<file path="src/hdl/slab_bitmap_address_allocator_assert.svh">
// assertion macros for the slab bitmap address allocator
`ifndef SLAB_BITMAP_ADDRESS_ALLOCATOR_ASSERT_SVH
`define SLAB_BITMAP_ADDRESS_ALLOCATOR_ASSERT_SVH
`ifndef ASSERT_OFF
// clocked check, quiet while reset is high
`define SBAA_ASSERT(lbl, clk, rst, prop) \
   lbl: assert property (@(posedge clk) disable iff (rst) (prop)) \
      else $error("sbaa assertion failed");
// clocked check that also holds during reset
`define SBAA_ASSERT_ALWAYS(lbl, clk, prop) \
   lbl: assert property (@(posedge clk) (prop)) \
      else $error("sbaa assertion failed");
`else
`define SBAA_ASSERT(lbl, clk, rst, prop)
`define SBAA_ASSERT_ALWAYS(lbl, clk, prop)
`endif
`endif

</file>
<file path="src/hdl/sbaa_pkg.sv">
// shared constants, codes and controller/datapath interface types
`default_nettype none
package sbaa_pkg;

   localparam int ADDR_BITS  = 39;
   localparam int SLAB_SHIFT = 21;
   localparam int SLAB_W     = ADDR_BITS - SLAB_SHIFT;   // slab index width
   localparam int EXT_W      = SLAB_W + 1;               // slab index plus headroom
   localparam int LEN_W      = 32;
   localparam int ALN_W      = LEN_W - SLAB_SHIFT + 1;   // length or alignment in slabs
   localparam int WORD_W     = 32;
   localparam int BIT_W      = 5;
   localparam int WIDX_W     = SLAB_W - BIT_W;           // map word index width
   localparam int MAP_DEPTH  = 1 << WIDX_W;
   localparam int DCNT_W     = $clog2(EXT_W + 1);
   localparam int IN_DATA_W  = ((ADDR_BITS + 2 * LEN_W + 7) / 8) * 8;
   localparam int OUT_DATA_W = ((ADDR_BITS + 7) / 8) * 8;

   localparam logic [EXT_W-1:0] SLAB_TOTAL = EXT_W'(1) << SLAB_W;
   localparam logic [EXT_W-1:0] TOP_SLAB   = SLAB_TOTAL - EXT_W'(1);

   localparam logic [1:0] FUNC_ALLOC   = 2'd0;
   localparam logic [1:0] FUNC_RELEASE = 2'd1;
   localparam logic [1:0] FUNC_EXCLUDE = 2'd2;

   typedef struct packed {
      logic clr_step;
      logic load;
      logic div_start;
      logic div_sel;     // 0 aligned cursor, 1 try limit
      logic base_load;
      logic tries_load;
      logic cand_init;
      logic rng_init;
      logic rd;
      logic wr;
      logic wi_inc;
      logic set_bits;
      logic next_base;
      logic grant;
      logic fail;
      logic out_load;
   } cmd_type;

   typedef struct packed {
      logic       clr_last;
      logic       div_busy;
      logic       tries_left;
      logic       base_ok;
      logic       zero_count;
      logic       hit;
      logic       last_word;
      logic [1:0] func;
   } sts_type;

endpackage
`default_nettype wire

</file>
<file path="src/hdl/sbaa_ctrl.sv">
// controller state machine: clearing pass, candidate search, claim and range updates
`default_nettype none
`include "slab_bitmap_address_allocator_assert.svh"
module sbaa_ctrl
   import sbaa_pkg::*;
(
   input  wire logic    clock,
   input  wire logic    reset,
   input  wire logic    req_tvalid,
   output logic         req_tready,
   output logic         rsp_tvalid,
   input  wire logic    rsp_tready,
   output cmd_type      cmd,
   input  wire sts_type sts
);

   typedef enum logic [3:0] {
      ST_CLEAR, ST_IDLE, ST_DECODE, ST_DIVB_GO, ST_DIVB_WAIT, ST_DIVT_GO, ST_DIVT_WAIT,
      ST_CAND, ST_SCAN_RD, ST_SCAN_EV, ST_CLM_RD, ST_CLM_WR,
      ST_RNG_INIT, ST_RNG_RD, ST_RNG_WR, ST_DONE
   } state_type;

   state_type state_ff, state_in;
   logic      rsp_valid_ff;

   always_comb begin
      state_in   = state_ff;
      cmd        = '0;
      req_tready = (state_ff == ST_IDLE);
      case (state_ff)
         ST_CLEAR: begin
            cmd.clr_step = 1'b1;
            if (sts.clr_last) state_in = ST_IDLE;
         end
         ST_IDLE: begin
            if (req_tvalid) begin
               cmd.load = 1'b1;
               state_in = ST_DECODE;
            end
         end
         ST_DECODE: begin
            // func is registered by now
            state_in = ST_DONE;
            if (sts.func == FUNC_ALLOC) state_in = ST_DIVB_GO;
            if (sts.func == FUNC_RELEASE || sts.func == FUNC_EXCLUDE) begin
               state_in = ST_RNG_INIT;
            end
         end
         ST_DIVB_GO: begin
            cmd.div_start = 1'b1;
            state_in      = ST_DIVB_WAIT;
         end
         ST_DIVB_WAIT: begin
            if (!sts.div_busy) begin
               cmd.base_load = 1'b1;
               state_in      = ST_DIVT_GO;
            end
         end
         ST_DIVT_GO: begin
            cmd.div_start = 1'b1;
            cmd.div_sel   = 1'b1;
            state_in      = ST_DIVT_WAIT;
         end
         ST_DIVT_WAIT: begin
            if (!sts.div_busy) begin
               cmd.tries_load = 1'b1;
               state_in       = ST_CAND;
            end
         end
         ST_CAND: begin
            if (!sts.tries_left) begin
               cmd.fail = 1'b1;
               state_in = ST_DONE;
            end else if (!sts.base_ok) begin
               cmd.next_base = 1'b1;
            end else if (sts.zero_count) begin
               cmd.grant = 1'b1;
               state_in  = ST_DONE;
            end else begin
               cmd.cand_init = 1'b1;
               state_in      = ST_SCAN_RD;
            end
         end
         ST_SCAN_RD: begin
            cmd.rd   = 1'b1;
            state_in = ST_SCAN_EV;
         end
         ST_SCAN_EV: begin
            if (sts.hit) begin
               cmd.next_base = 1'b1;
               state_in      = ST_CAND;
            end else if (sts.last_word) begin
               cmd.cand_init = 1'b1;
               state_in      = ST_CLM_RD;
            end else begin
               cmd.wi_inc = 1'b1;
               state_in   = ST_SCAN_RD;
            end
         end
         ST_CLM_RD: begin
            cmd.rd   = 1'b1;
            state_in = ST_CLM_WR;
         end
         ST_CLM_WR: begin
            cmd.wr       = 1'b1;
            cmd.set_bits = 1'b1;
            if (sts.last_word) begin
               cmd.grant = 1'b1;
               state_in  = ST_DONE;
            end else begin
               cmd.wi_inc = 1'b1;
               state_in   = ST_CLM_RD;
            end
         end
         ST_RNG_INIT: begin
            if (sts.zero_count) begin
               state_in = ST_DONE;
            end else begin
               cmd.rng_init = 1'b1;
               state_in     = ST_RNG_RD;
            end
         end
         ST_RNG_RD: begin
            cmd.rd   = 1'b1;
            state_in = ST_RNG_WR;
         end
         ST_RNG_WR: begin
            cmd.wr       = 1'b1;
            cmd.set_bits = (sts.func == FUNC_EXCLUDE);
            if (sts.last_word) begin
               state_in = ST_DONE;
            end else begin
               cmd.wi_inc = 1'b1;
               state_in   = ST_RNG_RD;
            end
         end
         ST_DONE: begin
            if (!rsp_valid_ff || rsp_tready) begin
               cmd.out_load = 1'b1;
               state_in     = ST_IDLE;
            end
         end
         default: state_in = ST_CLEAR;
      endcase
   end

   always_ff @(posedge clock) begin
      if (reset) begin
         state_ff     <= ST_CLEAR;
         rsp_valid_ff <= 1'b0;
      end else begin
         state_ff <= state_in;
         if (cmd.out_load) begin
            rsp_valid_ff <= 1'b1;
         end else if (rsp_tready) begin
            rsp_valid_ff <= 1'b0;
         end
      end
   end

   assign rsp_tvalid = rsp_valid_ff;

   `SBAA_ASSERT(a_wr_follows_rd, clock, reset, cmd.wr |-> $past(cmd.rd))
   `SBAA_ASSERT(a_div_idle_on_start, clock, reset, cmd.div_start |-> !sts.div_busy)
   `SBAA_ASSERT(a_out_slot_free, clock, reset, cmd.out_load |-> (!rsp_valid_ff || rsp_tready))
   `SBAA_ASSERT(a_rsp_from_load, clock, reset, $rose(rsp_valid_ff) |-> $past(cmd.out_load))
   `SBAA_ASSERT_ALWAYS(a_no_clear_and_load, clock, !(cmd.clr_step && cmd.load))

endmodule
`default_nettype wire

</file>
<file path="config.mk">
export PLATFORM = sky130hd
export DESIGN_NAME = sbaa_ctrl
export DESIGN_NICKNAME = d
export VERILOG_FILES = /design/src/hdl/sbaa_pkg.sv /design/src/hdl/sbaa_ctrl.sv
export VERILOG_INCLUDE_DIRS = /design/src /design/src/hdl
export SDC_FILE = /design/constraint.sdc
export NUM_CORES = 1
export LEC_CHECK = 0
export BUFFER_PORTS_ARGS = -buffer_cell sky130_fd_sc_hd__buf_2
export CELL_PAD_IN_SITES_DETAIL_PLACEMENT = 1
export CELL_PAD_IN_SITES_GLOBAL_PLACEMENT = 1
export CORE_MARGIN = 2
export CORE_UTILIZATION = 28
export CTS_CLUSTER_DIAMETER = 200
export DETAILED_ROUTE_END_ITERATION = 10
export GPL_TIMING_DRIVEN = 0
export HOLD_SLACK_MARGIN = 0.05
export PLACE_DENSITY_LB_ADDON = 0.2
export SETUP_SLACK_MARGIN = 0.4
export SYNTH_ARGS = -nofsm -noshare
export SYNTH_HDL_FRONTEND = slang
export SYNTH_SLANG_ARGS = --single-unit
export TNS_END_PERCENT = 100
</file>
<file path="constraint.sdc">
create_clock -name clock -period 1.5 [get_ports clock]
set_clock_uncertainty 0.15 [all_clocks]
set_input_delay 0.075 -clock clock [delete_from_list [all_inputs] [get_ports clock]]
set_output_delay 0.075 -clock clock [all_outputs]
set_load 0.01 [all_outputs]
</file>
---- Word-level counts from Yosys, hierarchy flattened ----
Index checks and enable logic that the tools add are counted.
storage, ports and cells
  register bits ........................... 5
  output and inout bits ................... 18
  input port bits ......................... 13
operators by class
  reduce and logical (&&, ||, !) cells .... 10
  mux-type cells .......................... 50
  equality and inequality tests ........... 23
operator list
  cell                                                 number
  case mux 4 bit (16 select lines)                     1
  two-way mux 4 bit                                    10
  equality test 4 bit, second input constant           8
  two-way mux 1 bit                                    28
  equality test 4 x 3 -> 1 bit, second input constant  4
  inequality test 2 bit, second input constant         5
  case mux 1 bit (2 select lines)                      5
  equality test 4 x 2 -> 1 bit, second input constant  2
  two-way mux 2 bit                                    4
  two-way mux 3 bit                                    2
  AND reduction 6 bit                                  1
  equality test 4 x 1 -> 1 bit, second input constant  1
  zero test 4 bit                                      1
  OR reduction 2 bit                                   2
  inequality test 3 bit, second input constant         1
  OR reduction 3 bit                                   1
  equality test 2 x 1 -> 1 bit, second input constant  1
  equality test 2 bit, second input constant           1
  zero test 2 bit                                      1
  logical OR 1 bit                                     2
  nonzero test 2 bit                                   1
  zero test 1 bit                                      1

---- Longest topological paths before layout ----
  depth in word-level cells ............... 5
  mapped depth ............................ 7
  gate-level depth less buffers ........... 7

---- Worst setup path before layout ----
No wires, ideal clock.
  path kind ............................... flip-flop to flip-flop
  start point ............................. reg state_ff[1]
  end point ............................... reg state_ff[3]
  slack ................................... -0.165 ns
  stages on the path, launching flop included .. 7
  arrival time ............................ 1.431 ns
  buffers on the path ..................... 1
  data required time ...................... 1.266 ns
  cells stage by stage .................... dfxtp_1 > buf_2 > and4b_1 > nand2_1 > o22ai_2 > or3_4 > o31ai_2
on the way
  word-level cells in the longest chain between the ends .. 3
  elaborated cells between the ends (all ways) .. 24
RTL lines
  item                                                                      RTL line          text
  from (decl)                                                               sbaa_ctrl.sv:23   state_type state_ff, state_in;
  from (signal assigned)                                                    sbaa_ctrl.sv:152  state_ff <= state_in;
  equality test 4 x 3 -> 1 bit (tied with other cells)                      sbaa_ctrl.sv:30   case (state_ff)
  inequality test 3 bit (no line) or inequality test 2 bit (tied branches)  -
  AND reduction 6 bit (no line)                                             -
Parallel ways exist; a longest one is shown, timed or not.
A chain may end at the register's enable or synchronous reset.

---- Worst setup path after layout ----
  start point ............................. reg state_ff[0]
  end point ............................... reg state_ff[0]
Same word-level chain as after synthesis.

==> impl_metrics.yaml <==
clock_tree:
  cts_tree: "built"
  clk_pin_slew_ps: 40
  cts_buffers: 3
  cts_hold_buf: 1
  h-tree-depth: 1
  clk_latency_ps: 250
  clock-root-buffer: "clkbuf_4"
  clockBufferDepth: 2
  clock_sinks: 5
critical_path:
  r2r_slack_ps: -260
  startpoint: "state_ff[0]"
  worstSetupStartpointType: "flip-flop"
  reg2reg_to: "state_ff[0]"
  reg2reg_depth: 5
  endpoint: "state_ff[0]"
  cpPeakStageDelay_ps: 410
  path_buf_inv: 0
  rr_startpoint: "state_ff[0]"
  crit_family: "simple AND/OR/NAND/NOR gates"
  path_depth: 5
  required_ps: 1480
  slowest_stage: "dfxtp_4"
  crit_chain: "nor2b_4 > nand4_1 > nand3_1 > nor4_2 > a2111oi_2"
  crit_path_end_kind: "flip-flop"
  path_class: "reg2reg"
  crit_arrival_ps: 1730
  cp_max_fo: 8
drt:
  ant_nets: 0
  drtIter0Drc: 12
  wirelength_mm: 3.353
  vias: 1005
  drcViolationCount: 0
  wl_per_cell_um: 19.38
  drtPass1Iterations: 4
  vias_per_cell: 5.809
final_layout:
  ff_latch_area_um2: 110.1
  layout_common_cells: "buf_2 (29), buf_4 (10), inv_1 (7), nor2_1 (7), nand2_1 (7)"
  drive_gt1_share_pct: 63.45
  areaGrowthSynthToFinish_pct: 87.34
  layout_commonest_cell: "buf_2"
  fin_nets: 161
  fillCellCount: 282
  multi_input_area_um2: 730.7
  antennaDiodeCount: 0
floorplanning:
  die_w_um: 53.35
  ioPinCount: 31
  start_util_pct: 30.24
  core-area_um2: 2255
  dieArea_um2: 2846
  num_rows: 17
  chipHeight_um: 53.35
global_routing:
  grt_usage_pct: 19.46
  grt_max_degree: 11
  grt_pass1_wl_mm: 4.077
  gr-total-overflow: 0
  first_global_vias: 894
  antenna_found_initial: 0
status:
  violations: "setup timing"
  outcome: "complete, but fails checks"
synth:
  synth_area_um2: 681.9
  ys_seq_area_share_pct: 14.68
  synth_seq_cells: 5
  ys_types: 42
  synthFlopType: "dfxtp_1"
  async_reset_ff_share_pct: 0
  ys_warn_count: 0
  syn_nets: 114
  avgSynthCellArea_um2: 6.888
  syn_inst: 99
  synth_edf_count: 0
sta:
  setup_viol: 14
  hold_viol_final: 0
  worst_slew_margin_rel_pct: 74.98
  fmax_ghz: 0.5697
  rsz0062_at_grt: "true"
  worst_slack_ps: -255.3
  tightestPinTransition_ps: 375.3
  finalCritPeriodShare_pct: 117.0
  finalMaxSlewViolations: 0
  min_period_ps: 1755
power:
  p_per_area_nw_per_um2: 586.6
  power_w: 0.0007494
  p_leak_nw: 0.5346
  ir_worst_vdd_mv: 0.7681
hold_path:
  hold_depth: 3
  hp-class: "in2reg"
job:
  drv_cap: 0
place:
  pre_cts_slack_ps: -238.1
  dp_hpwl_mm: 1.881
  place.gp.congestion: 0.8183
  io_buffer_count: 30
## per-layer routing
metal | global-route usage, % | up-vias | routed length [um]
li1 | - | 463 | -
met1 | 25.38 | 496 | 1325
met2 | 33.74 | 38 | 1791
met3 | 3.672 | 8 | 128
met4 | 2.137 | 0 | 106
met5 | 0 | - | 0
## timing repair
action                                 4_1_cts  5_1_grt
endpoints found under the hold margin        4        2
setup buffers                                5        6
resized for setup                           24       27
setup endpoints to repair                   22       22
pin swaps                                    7        6
## worst reg2reg max path, stage by stage (launching register included)
cell       delay [ps]
dfxtp_4           410
nor2b_4           290
nand4_1           240
nand3_1           180
nor4_2             70
a2111oi_2         300
## area by class of cell
cell class,count,share of cell area (%)
Clock buffer,4,2.057
Inverter,8,3.330
Multi-Input combinational cell,80,57.20
Tap cell,28,2.742
Timing Repair Buffer,42,20.67
Sequential cell,5,8.619
Buffer,6,5.387
## cells by family after synthesis
group	synth area share (%)
compound gates	29.91
buf+inv	8.256
fa+ha+maj	3.669
simple gates	42.20
xor+xnor	1.285
flops	14.68
## synth_stat cells, types with 3 or more instances
| master | number | area share (%) |
|---|---|---|
| nor3_1 | 4 | 2.9 |
| a21oi_1 | 6 | 4.4 |
| nand2b_1 | 4 | 3.7 |
| dfxtp_1 | 5 | 15 |
| inv_1 | 8 | 4.4 |
| nor4_1 | 4 | 3.7 |
| o21ai_0 | 3 | 2.2 |
| nand2_1 | 10 | 5.5 |
| buf_2 | 3 | 2.2 |
| nor2b_1 | 3 | 2.8 |
| nand3_1 | 6 | 4.4 |
| nor2_1 | 9 | 5.0 |
## worst min path at each step
stage / startpoint / to / slack [ps]
6_report: reset / state_ff[3] / 30
5_1_grt: reset / state_ff[3] / 30
4_1_cts: reset / state_ff[3] / 2
3_5_place_dp: reset / rsp_tvalid / 180
3_3_place_gp: reset / rsp_tvalid / 160
2_1_floorplan: reset / rsp_tvalid / -6
## flip-flops by register name (all words and copies together), names as in the netlist
| register | count |
|---|---|
| state_ff | 4 |
| rsp_tvalid | 1 |
## where the power goes
group          internal (W)  leakage (nW)  total (W)  switching, W
logic              0.000172         0.477   0.000421      0.000249
clock network      0.000101        0.0150   0.000160     0.0000593
registers          0.000145        0.0430   0.000168     0.0000231
## metrics by stage
stage	area (um^2)	cells	utilization [%]	hold WS [ps]	TNS [ps]
2_1_floorplan	743.2	99	-	-5.934	-237.0
3_3_place_gp	928.4	157	41.18	164.3	-889.9
3_5_place_dp	928.4	157	41.18	179.5	-937.2
4_1_cts	1096	167	48.61	2.028	-1237
5_1_grt	1277	173	56.66	25.46	-2794
6_report	1277	173	56.66	25.89	-1706
No activity file was read; power rests on OpenSTA's default activity.
